`src/sv/wscf_pkg.sv`:
```
// wscf_pkg: shared types, constants and lookup functions for the wheel speed
// command framer. No dependencies; compile first.
`default_nettype none

package wscf_pkg;

   localparam int SPEED_W   = 9;
   localparam int BYTE_W    = 8;
   localparam int CODE_W    = 16;
   localparam int MAG_W     = 7;
   localparam int SLOPE_W   = 12;
   localparam int PROD_W    = 18;
   localparam int DVD_W     = 15;
   localparam int RECIP_W   = 16;
   localparam int REC_W     = DVD_W + RECIP_W;
   localparam int QUOT_W    = 12;
   localparam int FRAME_LEN = 9;
   localparam int IDX_W     = $clog2(FRAME_LEN);
   localparam int CSR_AW    = 3;
   localparam int CSR_DW    = 32;

   localparam logic [IDX_W-1:0] LAST_IDX = IDX_W'(FRAME_LEN - 1);

   localparam logic signed [SPEED_W-1:0] SPEED_MAX  = 9'sd144;
   localparam logic signed [SPEED_W-1:0] SPEED_MIN  = -9'sd144;
   localparam logic signed [SPEED_W-1:0] KNEE_POS   = 9'sd40;
   localparam logic signed [SPEED_W-1:0] KNEE_NEG   = -9'sd40;

   localparam logic [SLOPE_W-1:0] SLOPE_POS_LOW = 12'd796;
   localparam logic [SLOPE_W-1:0] SLOPE_NEG_LOW = 12'd789;
   localparam logic [SLOPE_W-1:0] SLOPE_HIGH    = 12'd2312;

   // x/39 = (x * 53774) >> 21 exact for x < 2^15
   localparam logic [RECIP_W-1:0] RECIP_39 = 16'd53774;
   // x/104 = ((x >> 3) * 40330) >> 19 exact for x < 2^18
   localparam logic [RECIP_W-1:0] RECIP_13 = 16'd40330;

   localparam logic [CODE_W-1:0] OFS_POS_LOW  = 16'd70;
   localparam logic [CODE_W-1:0] OFS_NEG_LOW  = 16'd32845;
   localparam logic [CODE_W-1:0] OFS_POS_HIGH = 16'd888;
   localparam logic [CODE_W-1:0] OFS_NEG_HIGH = 16'd33656;

   localparam logic [BYTE_W-1:0] HDR1_RESET = 8'h02;
   localparam logic [BYTE_W-1:0] HDR2_RESET = 8'h09;
   localparam logic [BYTE_W-1:0] MODE_BYTE  = 8'h00;

   // register index, taken from paddr[2]
   localparam logic CSR_FIRST_HDR  = 1'b0;
   localparam logic CSR_SECOND_HDR = 1'b1;

   typedef enum logic [1:0] {
      REG_POS_LOW  = 2'd0,
      REG_NEG_LOW  = 2'd1,
      REG_POS_HIGH = 2'd2,
      REG_NEG_HIGH = 2'd3
   } region_type;

   // per-stage load enables of the speed map pipeline
   typedef struct packed {
      logic p1;
      logic p2;
      logic p3;
      logic p4;
   } adv_type;

   function automatic logic [SLOPE_W-1:0] slope_of(input region_type r);
      logic [SLOPE_W-1:0] s;
      case (r)
         REG_POS_LOW: s = SLOPE_POS_LOW;
         REG_NEG_LOW: s = SLOPE_NEG_LOW;
         default:     s = SLOPE_HIGH;
      endcase
      return s;
   endfunction

   function automatic logic [CODE_W-1:0] offset_of(input region_type r);
      logic [CODE_W-1:0] o;
      case (r)
         REG_POS_LOW:  o = OFS_POS_LOW;
         REG_NEG_LOW:  o = OFS_NEG_LOW;
         REG_POS_HIGH: o = OFS_POS_HIGH;
         default:      o = OFS_NEG_HIGH;
      endcase
      return o;
   endfunction

   function automatic logic is_high(input region_type r);
      return (r == REG_POS_HIGH) || (r == REG_NEG_HIGH);
   endfunction

endpackage

`default_nettype wire

```
`src/sv/wscf_req_if.sv`:
```
// wscf_req_if: valid/ready channel carrying one speed pair.
// Depends on wscf_pkg.
`default_nettype none

interface wscf_req_if
   import wscf_pkg::*;
   ();
   logic                       valid;
   logic                       ready;
   logic signed [SPEED_W-1:0]  motor1_speed;
   logic signed [SPEED_W-1:0]  motor2_speed;

   modport source (output valid, output motor1_speed, output motor2_speed, input ready);
   modport sink   (input valid, input motor1_speed, input motor2_speed, output ready);
endinterface

`default_nettype wire

```
`src/sv/wscf_rsp_if.sv`:
```
// wscf_rsp_if: valid/ready channel carrying one frame byte.
// Depends on wscf_pkg.
`default_nettype none

interface wscf_rsp_if
   import wscf_pkg::*;
   ();
   logic               valid;
   logic               ready;
   logic [BYTE_W-1:0]  frame_byte;
   logic               last_byte;

   modport source (output valid, output frame_byte, output last_byte, input ready);
   modport sink   (input valid, input frame_byte, input last_byte, output ready);
endinterface

`default_nettype wire

```
`src/sv/wscf_speed_map.sv`:
```
// wscf_speed_map: four-stage datapath from one clamped wheel speed to its
// 16-bit motor code. Depends on wscf_pkg; valid bits live in the top level.
`default_nettype none

module wscf_speed_map
   import wscf_pkg::*;
(
   input  wire logic                       clock,
   input  wire adv_type                    adv,
   input  wire logic signed [SPEED_W-1:0]  speed,
   output      logic        [CODE_W-1:0]   code
);

   // stage 1: clamp, pick region, magnitude
   logic signed [SPEED_W-1:0] clamp;
   region_type                reg1_in,  reg1_ff;
   logic [MAG_W-1:0]          mag1_in,  mag1_ff;

   always_comb begin
      if (speed > SPEED_MAX) begin
         clamp = SPEED_MAX;
      end else if (speed < SPEED_MIN) begin
         clamp = SPEED_MIN;
      end else begin
         clamp = speed;
      end

      if (!clamp[SPEED_W-1]) begin
         if (clamp < KNEE_POS) begin
            reg1_in = REG_POS_LOW;
            mag1_in = MAG_W'(clamp);
         end else begin
            reg1_in = REG_POS_HIGH;
            mag1_in = MAG_W'(clamp - KNEE_POS);
         end
      end else begin
         if (clamp > KNEE_NEG) begin
            reg1_in = REG_NEG_LOW;
            mag1_in = MAG_W'(-clamp);
         end else begin
            reg1_in = REG_NEG_HIGH;
            mag1_in = MAG_W'(-clamp - KNEE_POS);
         end
      end
   end

   // stage 2: magnitude times slope
   region_type        reg2_ff;
   logic [PROD_W-1:0] prod2_in, prod2_ff;

   assign prod2_in = PROD_W'(19'(mag1_ff) * 19'(slope_of(reg1_ff)));

   // stage 3: multiply by reciprocal of the divisor
   region_type        reg3_ff;
   logic [DVD_W-1:0]  dvd;
   logic [RECIP_W-1:0] recip;
   logic [REC_W-1:0]  rec3_in, rec3_ff;

   always_comb begin
      if (is_high(reg2_ff)) begin
         dvd   = prod2_ff[PROD_W-1:3];
         recip = RECIP_13;
      end else begin
         dvd   = prod2_ff[DVD_W-1:0];
         recip = RECIP_39;
      end
      rec3_in = REC_W'(dvd) * REC_W'(recip);
   end

   // stage 4: take quotient, add region offset
   logic [QUOT_W-1:0] quot;
   logic [CODE_W-1:0] code4_in, code4_ff;

   always_comb begin
      if (is_high(reg3_ff)) begin
         quot = rec3_ff[REC_W-1:19];
      end else begin
         quot = QUOT_W'(rec3_ff[REC_W-1:21]);
      end
      code4_in = offset_of(reg3_ff) + CODE_W'(quot);
   end

   always_ff @(posedge clock) begin
      if (adv.p1) begin
         reg1_ff <= reg1_in;
         mag1_ff <= mag1_in;
      end
      if (adv.p2) begin
         reg2_ff  <= reg1_ff;
         prod2_ff <= prod2_in;
      end
      if (adv.p3) begin
         reg3_ff <= reg2_ff;
         rec3_ff <= rec3_in;
      end
      if (adv.p4) begin
         code4_ff <= code4_in;
      end
   end

   assign code = code4_ff;

endmodule

`default_nettype wire

```
`src/sv/wheel_speed_command_framer.sv`:
```
// wheel_speed_command_framer: turns a speed pair into a nine-byte motor
// command frame. Depends on wscf_pkg, wscf_req_if, wscf_rsp_if, wscf_speed_map.
// Path: a request passes map stages 1 to 4, the stage 5 frame register, the
// serializer and its byte output register; the checksum byte closes the frame.
// Throughput: set by the serializer, which sends one byte per cycle unless rsp
// stalls; up to five more pairs wait in the pipeline behind it.
// Reset (synchronous, active high) clears all valid bits, the serializer and
// sets the headers to 0x02 and 0x09.
`default_nettype none

module wheel_speed_command_framer
   import wscf_pkg::*;
(
   input  wire logic               clock,
   input  wire logic               reset,
   wscf_req_if.sink                req_bus,
   wscf_rsp_if.source              rsp_bus,
   input  wire logic               psel,
   input  wire logic               penable,
   input  wire logic               pwrite,
   input  wire logic [CSR_AW-1:0]  paddr,
   input  wire logic [CSR_DW-1:0]  pwdata,
   output      logic [CSR_DW-1:0]  prdata,
   output      logic               pready
);

   // ---------------------------------------------------------------
   // Configuration registers: headers, written on the APB access phase
   // ---------------------------------------------------------------
   logic [BYTE_W-1:0] hdr1_ff, hdr2_ff;
   logic              csr_wr;

   assign pready = 1'b1;
   assign csr_wr = psel && penable && pwrite && pready;

   always_ff @(posedge clock) begin
      if (reset) begin
         hdr1_ff <= HDR1_RESET;
         hdr2_ff <= HDR2_RESET;
      end else if (csr_wr) begin
         unique case (paddr[2])
            CSR_FIRST_HDR:  hdr1_ff <= pwdata[BYTE_W-1:0];
            CSR_SECOND_HDR: hdr2_ff <= pwdata[BYTE_W-1:0];
            default: ;
         endcase
      end
   end

   always_comb begin
      unique case (paddr[2])
         CSR_FIRST_HDR:  prdata = CSR_DW'(hdr1_ff);
         CSR_SECOND_HDR: prdata = CSR_DW'(hdr2_ff);
         default:        prdata = '0;
      endcase
   end

   // ---------------------------------------------------------------
   // Pipeline control: each stage loads when it is empty or its
   // content moves on; valid bits travel with the data.
   // ---------------------------------------------------------------
   logic    v1_ff, v2_ff, v3_ff, v4_ff, v5_ff;
   logic    mv1, mv2, mv3, mv4, mv5;
   logic    ser_take;
   adv_type adv;

   assign mv5 = !v5_ff || ser_take;
   assign mv4 = !v4_ff || mv5;
   assign mv3 = !v3_ff || mv4;
   assign mv2 = !v2_ff || mv3;
   assign mv1 = !v1_ff || mv2;

   assign req_bus.ready = mv1;

   assign adv.p1 = mv1;
   assign adv.p2 = mv2;
   assign adv.p3 = mv3;
   assign adv.p4 = mv4;

   always_ff @(posedge clock) begin
      if (reset) begin
         v1_ff <= 1'b0;
         v2_ff <= 1'b0;
         v3_ff <= 1'b0;
         v4_ff <= 1'b0;
         v5_ff <= 1'b0;
      end else begin
         if (mv1) v1_ff <= req_bus.valid;
         if (mv2) v2_ff <= v1_ff;
         if (mv3) v3_ff <= v2_ff;
         if (mv4) v4_ff <= v3_ff;
         if (mv5) v5_ff <= v4_ff;
      end
   end

   // ---------------------------------------------------------------
   // Speed to motor code, one map per wheel (stages 1 to 4)
   // ---------------------------------------------------------------
   logic [CODE_W-1:0] code1, code2;

   wscf_speed_map u_map1 (
      .clock (clock),
      .adv   (adv),
      .speed (req_bus.motor1_speed),
      .code  (code1)
   );

   wscf_speed_map u_map2 (
      .clock (clock),
      .adv   (adv),
      .speed (req_bus.motor2_speed),
      .code  (code2)
   );

   // ---------------------------------------------------------------
   // Stage 5: assemble the frame and its checksum
   // ---------------------------------------------------------------
   logic [BYTE_W-1:0] frm_in [FRAME_LEN];
   logic [BYTE_W-1:0] frm_ff [FRAME_LEN];

   always_comb begin
      frm_in[0] = hdr1_ff;
      frm_in[1] = hdr2_ff;
      frm_in[2] = code1[CODE_W-1:BYTE_W];
      frm_in[3] = code1[BYTE_W-1:0];
      frm_in[4] = code2[CODE_W-1:BYTE_W];
      frm_in[5] = code2[BYTE_W-1:0];
      frm_in[6] = MODE_BYTE;
      frm_in[7] = MODE_BYTE;
      // 8-bit wrapping sum of the first eight bytes
      frm_in[8] = frm_in[0] + frm_in[1] + frm_in[2] + frm_in[3]
                + frm_in[4] + frm_in[5] + frm_in[6] + frm_in[7];
   end

   always_ff @(posedge clock) begin
      if (mv5) begin
         frm_ff <= frm_in;
      end
   end

   // ---------------------------------------------------------------
   // Serializer: hold one frame, send a byte per rsp slot. A new frame
   // loads in the cycle the checksum byte goes out, so frames follow
   // each other without a gap.
   // ---------------------------------------------------------------
   logic [BYTE_W-1:0] ser_ff [FRAME_LEN];
   logic [IDX_W-1:0]  idx_ff, idx_in;
   logic              busy_ff, busy_in;
   logic              load_out;
   logic              is_last;

   logic              rsp_valid_ff, rsp_valid_in;
   logic [BYTE_W-1:0] rsp_byte_ff, rsp_byte_in;
   logic              rsp_last_ff, rsp_last_in;

   assign load_out = busy_ff && (!rsp_valid_ff || rsp_bus.ready);
   assign is_last  = (idx_ff == LAST_IDX);
   assign ser_take = !busy_ff || (load_out && is_last);

   always_comb begin
      busy_in = busy_ff;
      idx_in  = idx_ff;
      if (ser_take) begin
         // grab the next frame, or go idle when none waits
         busy_in = v5_ff;
         idx_in  = '0;
      end else if (load_out) begin
         idx_in = idx_ff + IDX_W'(1);
      end
   end

   always_comb begin
      rsp_valid_in = rsp_valid_ff;
      rsp_byte_in  = rsp_byte_ff;
      rsp_last_in  = rsp_last_ff;
      if (load_out) begin
         rsp_valid_in = 1'b1;
         rsp_byte_in  = ser_ff[idx_ff];
         rsp_last_in  = is_last;
      end else if (rsp_bus.ready) begin
         // drop the byte once the sink takes it
         rsp_valid_in = 1'b0;
      end
   end

   always_ff @(posedge clock) begin
      if (reset) begin
         busy_ff      <= 1'b0;
         idx_ff       <= '0;
         rsp_valid_ff <= 1'b0;
      end else begin
         busy_ff      <= busy_in;
         idx_ff       <= idx_in;
         rsp_valid_ff <= rsp_valid_in;
      end
   end

   always_ff @(posedge clock) begin
      if (ser_take && v5_ff) begin
         ser_ff <= frm_ff;
      end
      rsp_byte_ff <= rsp_byte_in;
      rsp_last_ff <= rsp_last_in;
   end

   assign rsp_bus.valid      = rsp_valid_ff;
   assign rsp_bus.frame_byte = rsp_byte_ff;
   assign rsp_bus.last_byte  = rsp_last_ff;

   // ---------------------------------------------------------------
   // Assertions
   // ---------------------------------------------------------------
   a_idx_range : assert property (@(posedge clock) disable iff (reset)
      idx_ff <= LAST_IDX)
      else $error("serializer index past end of frame");

   a_idle_after_last : assert property (@(posedge clock) disable iff (reset)
      $fell(busy_ff) |-> $past(load_out && is_last))
      else $error("serializer went idle in the middle of a frame");

   a_frame_hold : assert property (@(posedge clock) disable iff (reset)
      (v5_ff && !mv5) |=> (v5_ff && $stable(frm_ff[8])))
      else $error("stalled frame stage lost or changed its frame");

   a_last_on_index : assert property (@(posedge clock) disable iff (reset)
      load_out |=> (rsp_last_ff == $past(is_last)))
      else $error("last_byte out of step with frame position");

   a_idx_reset_new : assert property (@(posedge clock) disable iff (reset)
      (ser_take && v5_ff) |=> (busy_ff && idx_ff == '0))
      else $error("new frame did not start at its first byte");

endmodule

`default_nettype wire
```
`src/flat_wrapper.sv`:
```
// flat-port wrapper written by rule: the top's interface ports become plain ports
module wheel_speed_command_framer_flat import wscf_pkg::*;
  (clock, reset, psel, penable, pwrite, paddr, pwdata, prdata, pready, req_bus_valid, req_bus_motor1_speed, req_bus_motor2_speed, req_bus_ready, rsp_bus_valid, rsp_bus_frame_byte, rsp_bus_last_byte, rsp_bus_ready);
  wscf_req_if req_bus_i ();
  wscf_rsp_if rsp_bus_i ();
  input  wire logic clock;
  input  wire logic reset;
  input  wire logic psel;
  input  wire logic penable;
  input  wire logic pwrite;
  input  wire logic [CSR_AW-1:0] paddr;
  input  wire logic [CSR_DW-1:0] pwdata;
  output      logic [CSR_DW-1:0] prdata;
  output      logic pready;
  input wire logic [$bits(req_bus_i.valid)-1:0] req_bus_valid;
  input wire logic [$bits(req_bus_i.motor1_speed)-1:0] req_bus_motor1_speed;
  input wire logic [$bits(req_bus_i.motor2_speed)-1:0] req_bus_motor2_speed;
  output wire logic [$bits(req_bus_i.ready)-1:0] req_bus_ready;
  output wire logic [$bits(rsp_bus_i.valid)-1:0] rsp_bus_valid;
  output wire logic [$bits(rsp_bus_i.frame_byte)-1:0] rsp_bus_frame_byte;
  output wire logic [$bits(rsp_bus_i.last_byte)-1:0] rsp_bus_last_byte;
  input wire logic [$bits(rsp_bus_i.ready)-1:0] rsp_bus_ready;
  assign req_bus_i.valid = req_bus_valid;
  assign req_bus_i.motor1_speed = req_bus_motor1_speed;
  assign req_bus_i.motor2_speed = req_bus_motor2_speed;
  assign req_bus_ready = req_bus_i.ready;
  assign rsp_bus_valid = rsp_bus_i.valid;
  assign rsp_bus_frame_byte = rsp_bus_i.frame_byte;
  assign rsp_bus_last_byte = rsp_bus_i.last_byte;
  assign rsp_bus_i.ready = rsp_bus_ready;
  wheel_speed_command_framer u_core (.clock(clock), .reset(reset), .req_bus(req_bus_i), .rsp_bus(rsp_bus_i), .psel(psel), .penable(penable), .pwrite(pwrite), .paddr(paddr), .pwdata(pwdata), .prdata(prdata), .pready(pready));
endmodule
```
`config.mk`:
```
export PLATFORM = sky130hd
export DESIGN_NAME = wheel_speed_command_framer_flat
export DESIGN_NICKNAME = d
export VERILOG_FILES = /design/src/sv/wscf_pkg.sv /design/src/sv/wscf_req_if.sv /design/src/sv/wscf_rsp_if.sv /design/src/sv/wscf_speed_map.sv /design/src/sv/wheel_speed_command_framer.sv /design/src/flat_wrapper.sv
export SDC_FILE = /design/constraint.sdc
export NUM_CORES = 1
export LEC_CHECK = 0
export ABC_AREA = 1
export BUFFER_PORTS_ARGS = -buffer_cell sky130_fd_sc_hd__buf_2
export CORE_ASPECT_RATIO = 1.4
export CORE_MARGIN = 8
export CORE_UTILIZATION = 51
export DETAILED_ROUTE_END_ITERATION = 6
export GPL_ROUTABILITY_DRIVEN = 0
export PLACE_DENSITY_LB_ADDON = 0.25
export REMOVE_ABC_BUFFERS = 1
export SYNTH_ARGS = -nofsm -noshare
export SYNTH_HDL_FRONTEND = slang
export SYNTH_SLANG_ARGS = --single-unit
```
`constraint.sdc`:
```
create_clock -name clock -period 18.1 [get_ports clock]
set_input_delay 1.81 -clock clock [delete_from_list [all_inputs] [get_ports clock]]
set_output_delay 1.81 -clock clock [all_outputs]
set_load 0.01 [all_outputs]
```
==> results.txt, run 1 <==
Outcome - finished, final reports clean
Hold path startpoint - u_core.frm_ff[29]
Final Instance Count excl. Fillers - 3627
Inserted Diodes - 0
Area grow syn2layout - 6.73%
Total number of vias - 18800
FMAX - 160 MHz
Fillcell total - 4563
Chip width - 208 µm
TritonCTS Buffers - 27
DR WL/cell - 15.9 µm
Crit path max fanout - 54
Seq/Total Area, Yosys - 27.9%
Crit path DAT - 4.46 ns
Slowest cell on crit path - dfxtp_1
Remaining DRCs - 0
Clock transition at path regs - 0.06 ns
YS warnings - 0
Initial antenna violation count - 0
FFs w/ async S/R, synth - 0%
Reg area - 7360 µm²
Crit start category - register
Worst R2R Start - u_core.u_map1.reg2_ff[1]
Post-detail-place hpwl - 49600 µm
Crit-path max cell delay - 0.83 ns
Clock sinks - 254
Root buffer cell - clkbuf_16
Vias in the first global route - 20200
Total iterations of the first detailed-routing run - 5
CTS tree - done
Max Cap Viol - 0
Synth top area share - 25.8%
Die height - 285 µm
Overflow after GRT - 0
Cell count after synthesis - 2901
CP delay by family, top - buffers and inverters
Share of cells above drive strength 1 - 5.14%
Largest net degree at the start of global routing - 55
Nature of the critical path endpoint - output port
Worst-Margin Slew - 1.06 ns
Setup TNS - 0 ns
Final Worst Setup Slack - 11.83 ns
Synth cell types - 54
FP Rows - 98
Reg2Reg Setup Slack - 11.89 ns
Unrepaired setup endpoints after global routing - no
Syn avg cell area - 9.10 µm²
DP Cell Count - 3577
H-tree levels - 1
Crit-path cells - inv_1, ha_1, and3_4, a21oi_4, nand2_2, buf_4, nor2_4, nand2_2, nor2_2, nand2_1, buf_4, buf_2
Final Critical Period - 6.27 ns
Final setup fails - 0
Clock skew - 0.0102 ns
Antenna Nets Post-Route - 0
Pins Over Slew Limit - 0
Worst Path Buf+Inv - 4
Total track usage - 19.4%
Skew-Pair Late Insertion Delay - 0.56 ns
Port Buffers - 52
Fin nets - 3679
Die ar. - 59400 µm²
Area leader, netlist - edfxtp_1
HP Class - register to register
Multi-input logic area - 16200 µm²
1st-iter DRT viols - 816
Final Hold Viols - 0
Drt total wl - 57700 µm
First-pass GRT wire length - 94800 µm
Worst slack, placed - 11.97 ns
Hold-fix buffers, CTS - 0
Max Root-Sink Buffers - 3
Vias/cell - 5.19
Hold WS - 0.417 ns
Synthesis-stage register bit count - 254
Final period utilization - 34.6%
Cells taking the most area after synthesis - edfxtp_1 26%, ha_1 20%, fa_1 19%, inv_1 9.7%, nand2_1 5.9%
Critical path origin - u_core.idx_ff[0]
Initial Utilization - 51.7%
Std-Cell Core Area - 51100 µm²
Ys flop type - edfxtp_1
Slew headroom - 29.0%
Post-CTS Resized - 0
Kind of critical path - register to output port
Post CTS Setup Buffer Count - 0
Critical path data required time - 16.29 ns
I/O pin cnt - 104
Number of flops mapped to enable cells by yosys - 227
Post-synthesis cell area - 26400 µm²
final timing paths:
path,end,cells past startpoint
max,req_bus_ready,12
min reg2reg,u_core.ser_ff[29],0
max reg2reg,u_core.u_map1.rec3_ff[25],25
min,u_core.ser_ff[29],0
cell type report:
cell class	count	share of cell area, %
Inverter	691	9.20
Clock buffer	36	2.62
Sequential cell	254	26.1
Clock inverter	14	0.502
Tap cell	650	2.89
Timing Repair Buffer	58	1.08
Multi-Input combinational cell	1924	57.6
layout by cell type, fill, tap and decap left out, types with 10 or more instances in the layout:
cell type	netlist	final
nand2_2	16	16
xor2_1	58	58
ha_1	413	413
conb_1	2	27
o21ai_0	126	126
edfxtp_1	227	227
inv_1	681	681
dfxtp_1	27	27
a21oi_1	118	118
nor3_1	13	13
o21ai_1	10	10
nand2_1	416	416
nand3_1	84	84
nor2_1	256	255
o21a_1	10	10
xnor2_1	25	25
fa_1	250	250
o21bai_1	12	12
buf_2	7	52
nand4_1	19	19
clkbuf_16	0	27
cells in the mapped netlist, types with 2 or more instances:
master,count
a21oi_1,118
a21boi_0,2
or2_2,5
xnor2_1,25
o221ai_1,2
fa_1,250
conb_1,2
o21a_1,10
o211ai_1,2
a22oi_1,8
buf_2,7
a32oi_1,2
o22ai_1,2
o21bai_1,12
nand2_4,2
a31oi_1,6
nand3b_1,2
edfxtp_1,227
o21ai_2,2
a211oi_1,4
clkinv_1,2
o21ai_1,10
nor2_1,256
ha_1,413
a21oi_2,3
a21o_1,8
nand3_1,84
buf_4,25
o31ai_1,2
o21ai_0,126
nand2_1,416
nor2_2,7
nand4_1,19
nor3_1,13
clkbuf_1,23
nand2_2,16
inv_1,681
inv_2,8
dfxtp_1,27
xor2_1,58
metal layers:
metal,track usage (%),routed length [µm],up-vias
met1,18.5,20300,8984
met3,1.93,1760,163
met4,10.0,3120,0
li1,-,-,9253
met2,39.7,32500,438
met5,0,0,-
sequential cells by signal (all words and copies together) (netlist names), 4 cells and up:
signal / cells
u_core.frm_ff: 52
u_core.ser_ff: 52
u_core.u_map1.prod2_ff: 18
u_core.u_map2.prod2_ff: 18
u_core.u_map1.code: 14
u_core.u_map2.code: 14
u_core.u_map1.rec3_ff: 12
u_core.u_map2.rec3_ff: 12
u_core.hdr1_ff: 8
u_core.hdr2_ff: 8
u_core.rsp_bus.frame_byte: 8
u_core.u_map1.mag1_ff: 7
u_core.u_map2.mag1_ff: 7
u_core.idx_ff: 4
per-stage QoR:
step | area [µm²] | utilization, %
after floorplan | 26200 | -
after global routing | 28200 | 55.1
after global placement | 27300 | 53.4
final | 28200 | 55.1
after CTS | 28200 | 55.1
after detailed placement | 27300 | 53.4
logic make-up (layout without fill, tap and decap cells):
family          after synthesis  after routing  synth area share [%]
other cells                   2             27                0.0284
simple gates                829            829                  13.0
buf+inv                     748            799                  11.0
compound gates              322            322                  6.81
fa+ha+maj                   663            663                  38.5
flops                       254            254                  27.9
xor+xnor                     83             83                  2.75
Power of run 1 is left out: the tool's default activity adds up to more than one toggle a clock period on the data nets, which glitch-free logic cannot reach.
==> run 2, diff against run 1 <==
==> constraint.sdc (replaced) <==
create_clock -name clock -period 5.25 [get_ports clock]
set_input_delay 0.525 -clock clock [delete_from_list [all_inputs] [get_ports clock]]
set_output_delay 0.525 -clock clock [all_outputs]
set_load 0.01 [all_outputs]
==> results.txt, run 2 (synthesis gave the netlist of run 1 again) <==
Outcome - finished with violations
Failing checks - setup timing
Final setup fails - 23
Chip width - 208 µm
Max Cap Viol - 0
Metal-1 WL - 23100 µm
Inserted Diodes - 0
Min-Delay Path Depth - 3
FP Rows - 98
I/O pin cnt - 104
Post-Layout Inst Area - 31200 µm²
Overflow after GRT - 0
Post-DP Area - 28800 µm²
Initial antenna violation count - 0
Reg-to-reg endpoint - u_core.u_map1.rec3_ff[23]
HP Class - primary input to register
Root buffer cell - clkbuf_16
Drt total wl - 64100 µm
Total number of vias - 20000
Vias/cell - 5.20
Worst-Margin Slew - 1.06 ns
FMAX - 180 MHz
Fin nets - 3894
Critical path data required time - 5.55 ns
Crit start category - register
Max Root-Sink Buffers - 3
Total track usage - 21.0%
First-pass GRT wire length - 102000 µm
Met2 Routed Length - 35400 µm
Antenna Nets Post-Route - 0
Total iterations of the first detailed-routing run - 6
Final period utilization - 106%
Area grow syn2layout - 18.3%
Share of cells above drive strength 1 - 19.4%
Final Instance Count excl. Fillers - 3841
Skew-Pair Late Insertion Delay - 0.56 ns
Initial Utilization - 51.7%
WHS Endpoint - u_core.hdr2_ff[5]
Post-detail-place hpwl - 51900 µm
Slew headroom - 29.2%
Hold path startpoint - pwdata[5]
Final Critical Period - 5.55 ns
Port Buffers - 52
Vias in the first global route - 21500
Std-Cell Core Area - 51100 µm²
Clock sinks - 254
Most frequent cells in the layout - 640 x inv_1, 382 x nand2_1, 376 x ha_1, 238 x fa_1, 227 x edfxtp_1
Utilization after layout - 61.1%
Nature of the critical path endpoint - register
Largest net degree at the start of global routing - 54
CTS tree - done
H-tree levels - 1
Setup TNS - -2.14 ns
WL met3 - 2020 µm
Final Worst Setup Slack - -0.298 ns
Clock transition at path regs - 0.07 ns
Worst R2R Start - u_core.u_map1.reg2_ff[1]
Remaining DRCs - 0
1st-iter DRT viols - 909
R2R cell count - 23
Crit path DAT - 5.85 ns
Commonest non-fill, non-tap cell in the layout - inv_1
Clock skew - 0.0161 ns
TritonCTS Buffers - 26
Top Metal Used - met4
Reg2Reg Setup Slack - -0.30 ns
Pins Over Slew Limit - 0
Kind of critical path - register to register
DR WL/cell - 16.7 µm
Final Hold Viols - 0
Hold-fix buffers, CTS - 0
Crit path max fanout - 8
Die height - 285 µm
Unrepaired setup endpoints after global routing - yes
Top Registers - u_core.frm_ff x52, u_core.ser_ff x52
DP Cell Count - 3774
Die ar. - 59400 µm²
-- run 2: cell type report --
type	count	area, µm²
Timing Repair Buffer	274	2050
Fill cell	4038	19900
Tap cell	650	813
Multi-Input combinational cell	1924	17600
Sequential cell	254	7360
Clock inverter	18	160
Clock buffer	30	676
Inverter	691	2600
-- run 2: per-stage QoR --
| step | hold WS [ns] | worst slack [ns] |
|---|---|---|
| after floorplan | 0.400 | -0.722 |
| after global placement | 0.400 | -0.356 |
| after detailed placement | 0.405 | -0.508 |
| after CTS | 0.178 | -0.140 |
| after global routing | 0.194 | -0.481 |
| final | 0.214 | -0.298 |
-- run 2: repair_timing --
item | CTS | global route
gates resized for setup | 184 | 170
buffers inserted | 10 | 7
cloned | 0 | 2
pin swaps | 48 | 91
setup endpoints to repair | 24 | 24
-- run 2: worst max path at each step --
stage | startpoint | end | slack (ns) | depth (start not counted)
floorplan | u_core.u_map1.reg2_ff[1] | u_core.u_map1.rec3_ff[26] | -0.72 | 21
global placement | u_core.u_map1.reg2_ff[1] | u_core.u_map1.rec3_ff[29] | -0.36 | 26
detailed placement | u_core.u_map1.reg2_ff[1] | u_core.u_map1.rec3_ff[29] | -0.51 | 26
CTS | u_core.u_map1.reg2_ff[1] | u_core.u_map1.rec3_ff[25] | -0.14 | 24
global route | u_core.u_map1.reg2_ff[1] | u_core.u_map1.rec3_ff[23] | -0.48 | 23
finish | u_core.u_map1.reg2_ff[1] | u_core.u_map1.rec3_ff[23] | -0.30 | 23
-- run 2: routing by layer --
layer | global-route usage [%] | vias up
li1 | - | 9698
met1 | 20.8 | 9589
met2 | 42.2 | 476
met3 | 2.05 | 218
met4 | 10.6 | 0
met5 | 0 | -
-- run 2: worst max-delay path, stage by stage (launching register included) --
cell and delay, ns:
edfxtp_1 0.39, buf_6 0.17, buf_8 0.15, nand2_8 0.08, inv_4 0.04, buf_4 0.12
ha_2 0.31, inv_1 0.05, fa_1 0.52, inv_1 0.06, fa_1 0.56, fa_2 0.44
fa_1 0.49, inv_1 0.05, fa_1 0.53, inv_1 0.06, ha_4 0.25, nand2_1 0.09
nand2_2 0.10, a31oi_4 0.21, o21ai_1 0.12, a21oi_1 0.20, nand2_1 0.12, xor2_1 0.17
Power of run 2 is left out for the same reason.
==> run 3, diff against run 2 <==
--- a/config.mk
+++ b/config.mk
@@ -5,7 +5,6 @@
 export SDC_FILE = /design/constraint.sdc
 export NUM_CORES = 1
 export LEC_CHECK = 0
-export ABC_AREA = 1
 export BUFFER_PORTS_ARGS = -buffer_cell sky130_fd_sc_hd__buf_2
 export CORE_ASPECT_RATIO = 1.4
 export CORE_MARGIN = 8
==> results.txt, run 3 <==
Crit path DAT - 6.29 ns
Crit path max fanout - 5
FP Rows - 96
Most frequent cells in the layout - 455 x inv_1, 396 x ha_1, 240 x fa_1, 227 x edfxtp_1, 215 x buf_4
First-pass GRT wire length - 87600 µm
Syn avg cell area - 10.7 µm²
Nature of the critical path endpoint - register
Remaining DRCs - 0
Final setup fails - 24
Area leader, netlist - edfxtp_1
Most common cell on crit path - fa_1
Inserted Diodes - 0
Total track usage - 19.1%
Chip width - 203 µm
Synth top area share - 27.3%
I/O pin cnt - 104
Hold WS - 0.217 ns
Post-synthesis cell area - 24900 µm²
Area grow syn2layout - 17.4%
Failing checks - setup timing
Crit-path max cell delay - 0.56 ns
Post-detail-place hpwl - 44100 µm
Hold path startpoint - pwdata[3]
Commonest non-fill, non-tap cell in the layout - inv_1
Slowest cell on crit path - fa_1
Drt total wl - 53500 µm
Synth cell types - 65
GR Layer Usage met3 - 1.84%
Initial Utilization - 51.2%
Clock sinks - 254
Critical path data required time - 5.54 ns
Clock transition at path regs - 0.07 ns
Overflow after GRT - 0
Share of cells above drive strength 1 - 20.4%
1st-iter DRT viols - 549
H-tree levels - 1
Cell count after synthesis - 2320
Ys flop type - edfxtp_1
Slew headroom - 22.1%
Port Buffers - 52
Worst-Margin Slew - 1.17 ns
Worst R2R Start - u_core.u_map1.reg2_ff[1]
Fin nets - 3317
Cells taking the most area after synthesis - edfxtp_1 27%, ha_1 21%, fa_1 20%, inv_1 7.5%, xnor2_1 2.7%
Std-Cell Core Area - 48600 µm²
Pins Over Slew Limit - 0
Final Worst Setup Slack - -0.752 ns
GR peak layer - met2
Crit-path cells - buf_6, nor2b_4, or2_4, fa_1, inv_2, fa_1, fa_1, inv_2, fa_2, fa_1, inv_2, fa_1, inv_2, ha_4, nand3_4, o22ai_2, a311o_1, nand3_2, a311oi_4, o211a_1, nor3_2, xnor2_1
Outcome - finished with violations
Max Root-Sink Buffers - 3
Root buffer cell - clkbuf_16
Met2 usage - 38.6%
GR met1 Demand/Resource - 18.8%
R2R cell count - 22
Vias in the first global route - 18500
YS warnings - 0
Number of flops mapped to enable cells by yosys - 227
Seq/Total Area, Yosys - 29.5%
Clock skew - 0.0139 ns
Utilization after layout - 60.1%
Max Cap Viol - 0
WHS Endpoint - u_core.hdr2_ff[3]
Hold-fix buffers, CTS - 0
Commonest cells in the netlist - 496 x inv_1, 413 x ha_1, 250 x fa_1
Fillcell total - 3881
Largest net degree at the start of global routing - 53
Most common cell in the netlist - inv_1
Final period utilization - 114%
Reg-to-reg endpoint - u_core.u_map1.rec3_ff[29]
Synthesis-stage register bit count - 254
FMAX - 167 MHz
FFs w/ async S/R, synth - 0%
Final Critical Period - 6.00 ns
Initial antenna violation count - 1
Die ar. - 56300 µm²
Die height - 278 µm
Final Hold Viols - 0
Unrepaired setup endpoints after global routing - yes
Skew-Pair Late Insertion Delay - 0.55 ns
Min-Delay Path Depth - 3
Antenna Nets Post-Route - 0
Total number of vias - 16600
Kind of critical path - register to register
Total iterations of the first detailed-routing run - 5
CTS tree - done
TritonCTS Buffers - 26
DR WL/cell - 16.4 µm
Vias/cell - 5.11
Top Registers - u_core.frm_ff x52, u_core.ser_ff x52
Crit start category - register
HP Class - primary input to register
Reg2Reg Setup Slack - -0.75 ns
[run 3: changes by cell type after synthesis, sizes merged, moves of 45 or more]
| cell | delta |
|---|---|
| xnor2 | +52 |
| nand2b | +45 |
| nand2 | -271 |
| inv | -193 |
| nor2 | -175 |
| nand3 | -67 |
| o21ai | -85 |
[run 3: per-layer routing]
layer  vias to the layer above  routed length, µm
li1                       8061                  -
met1                      8103              19100
met4                         0               2600
met2                       305              30300
met3                       140               1490
met5                         -                  0
[run 3: cell families (layout without fill, tap and decap cells)]
logic type                 count (synthesis)  after routing  share of synthesized area [%]
and+or+nand+nor                          450            450                           8.79
xor gates and xnor gates                 107            107                           3.76
buffers and inverters                    561            830                           8.83
muxes                                     44             44                           2.22
DFF                                      254            254                           29.5
AOI/OAI and AO/OA                        239            239                           6.04
other                                      2             27                         0.0301
adders and majority gates                663            663                           40.8
[run 3: worst max-delay path, delay by kind of cell (launching register included)]
kind	cells	cell delay [ns]
buf+inv	5	0.33
xor+xnor	1	0.14
compound gates	4	1.01
fa+ha+maj	7	3.21
simple gates	5	0.53
flops	1	0.51
[run 3: how the worst max path moves through the flow]
stage,from,to,slack (ns),cells after the start
detailed placement,u_core.u_map1.reg2_ff[1],u_core.u_map1.rec3_ff[28],-1.09,21
CTS,u_core.u_map1.reg2_ff[1],u_core.u_map1.rec3_ff[28],-0.79,22
global route,u_core.u_map1.reg2_ff[1],u_core.u_map1.rec3_ff[28],-0.99,24
global placement,u_core.u_map1.reg2_ff[1],u_core.u_map1.rec3_ff[29],-0.87,21
finish,u_core.u_map1.reg2_ff[1],u_core.u_map1.rec3_ff[29],-0.75,22
floorplan,u_core.u_map1.reg2_ff[1],u_core.u_map1.rec3_ff[30],-0.95,22
[run 3: timing repair]
action                                  in CTS  in global routing
resized for setup                          118                 84
endpoints found under the setup margin      24                 24
pin swaps                                   82                 85
setup buffers                               35                 14
cloned                                       2                  0
[run 3: through the flow]
step / cell area (µm²) / setup slack [ns] / std cells / TNS [ns]
2_1_floorplan: 24700 / -0.950 / 2281 / -13.82
6_report: 29300 / -0.752 / 3251 / -14.26
4_1_cts: 29000 / -0.788 / 3244 / -12.21
3_5_place_dp: 27200 / -1.09 / 3161 / -18.34
3_3_place_gp: 27200 / -0.868 / 3161 / -14.96
5_1_grt: 29300 / -0.991 / 3251 / -18.34
[run 3: cell type report]
type                            instances  area (µm²)  area share, %
Clock buffer                           36         793           2.71
Multi-Input combinational cell       1530       16100           55.1
Timing Repair Buffer                  285        2110           7.21
Inverter                              497        1870           6.39
Tap cell                              637         797           2.72
Sequential cell                       254        7360           25.1
Clock inverter                         12         208          0.710
Power of run 3 is left out for the same reason.
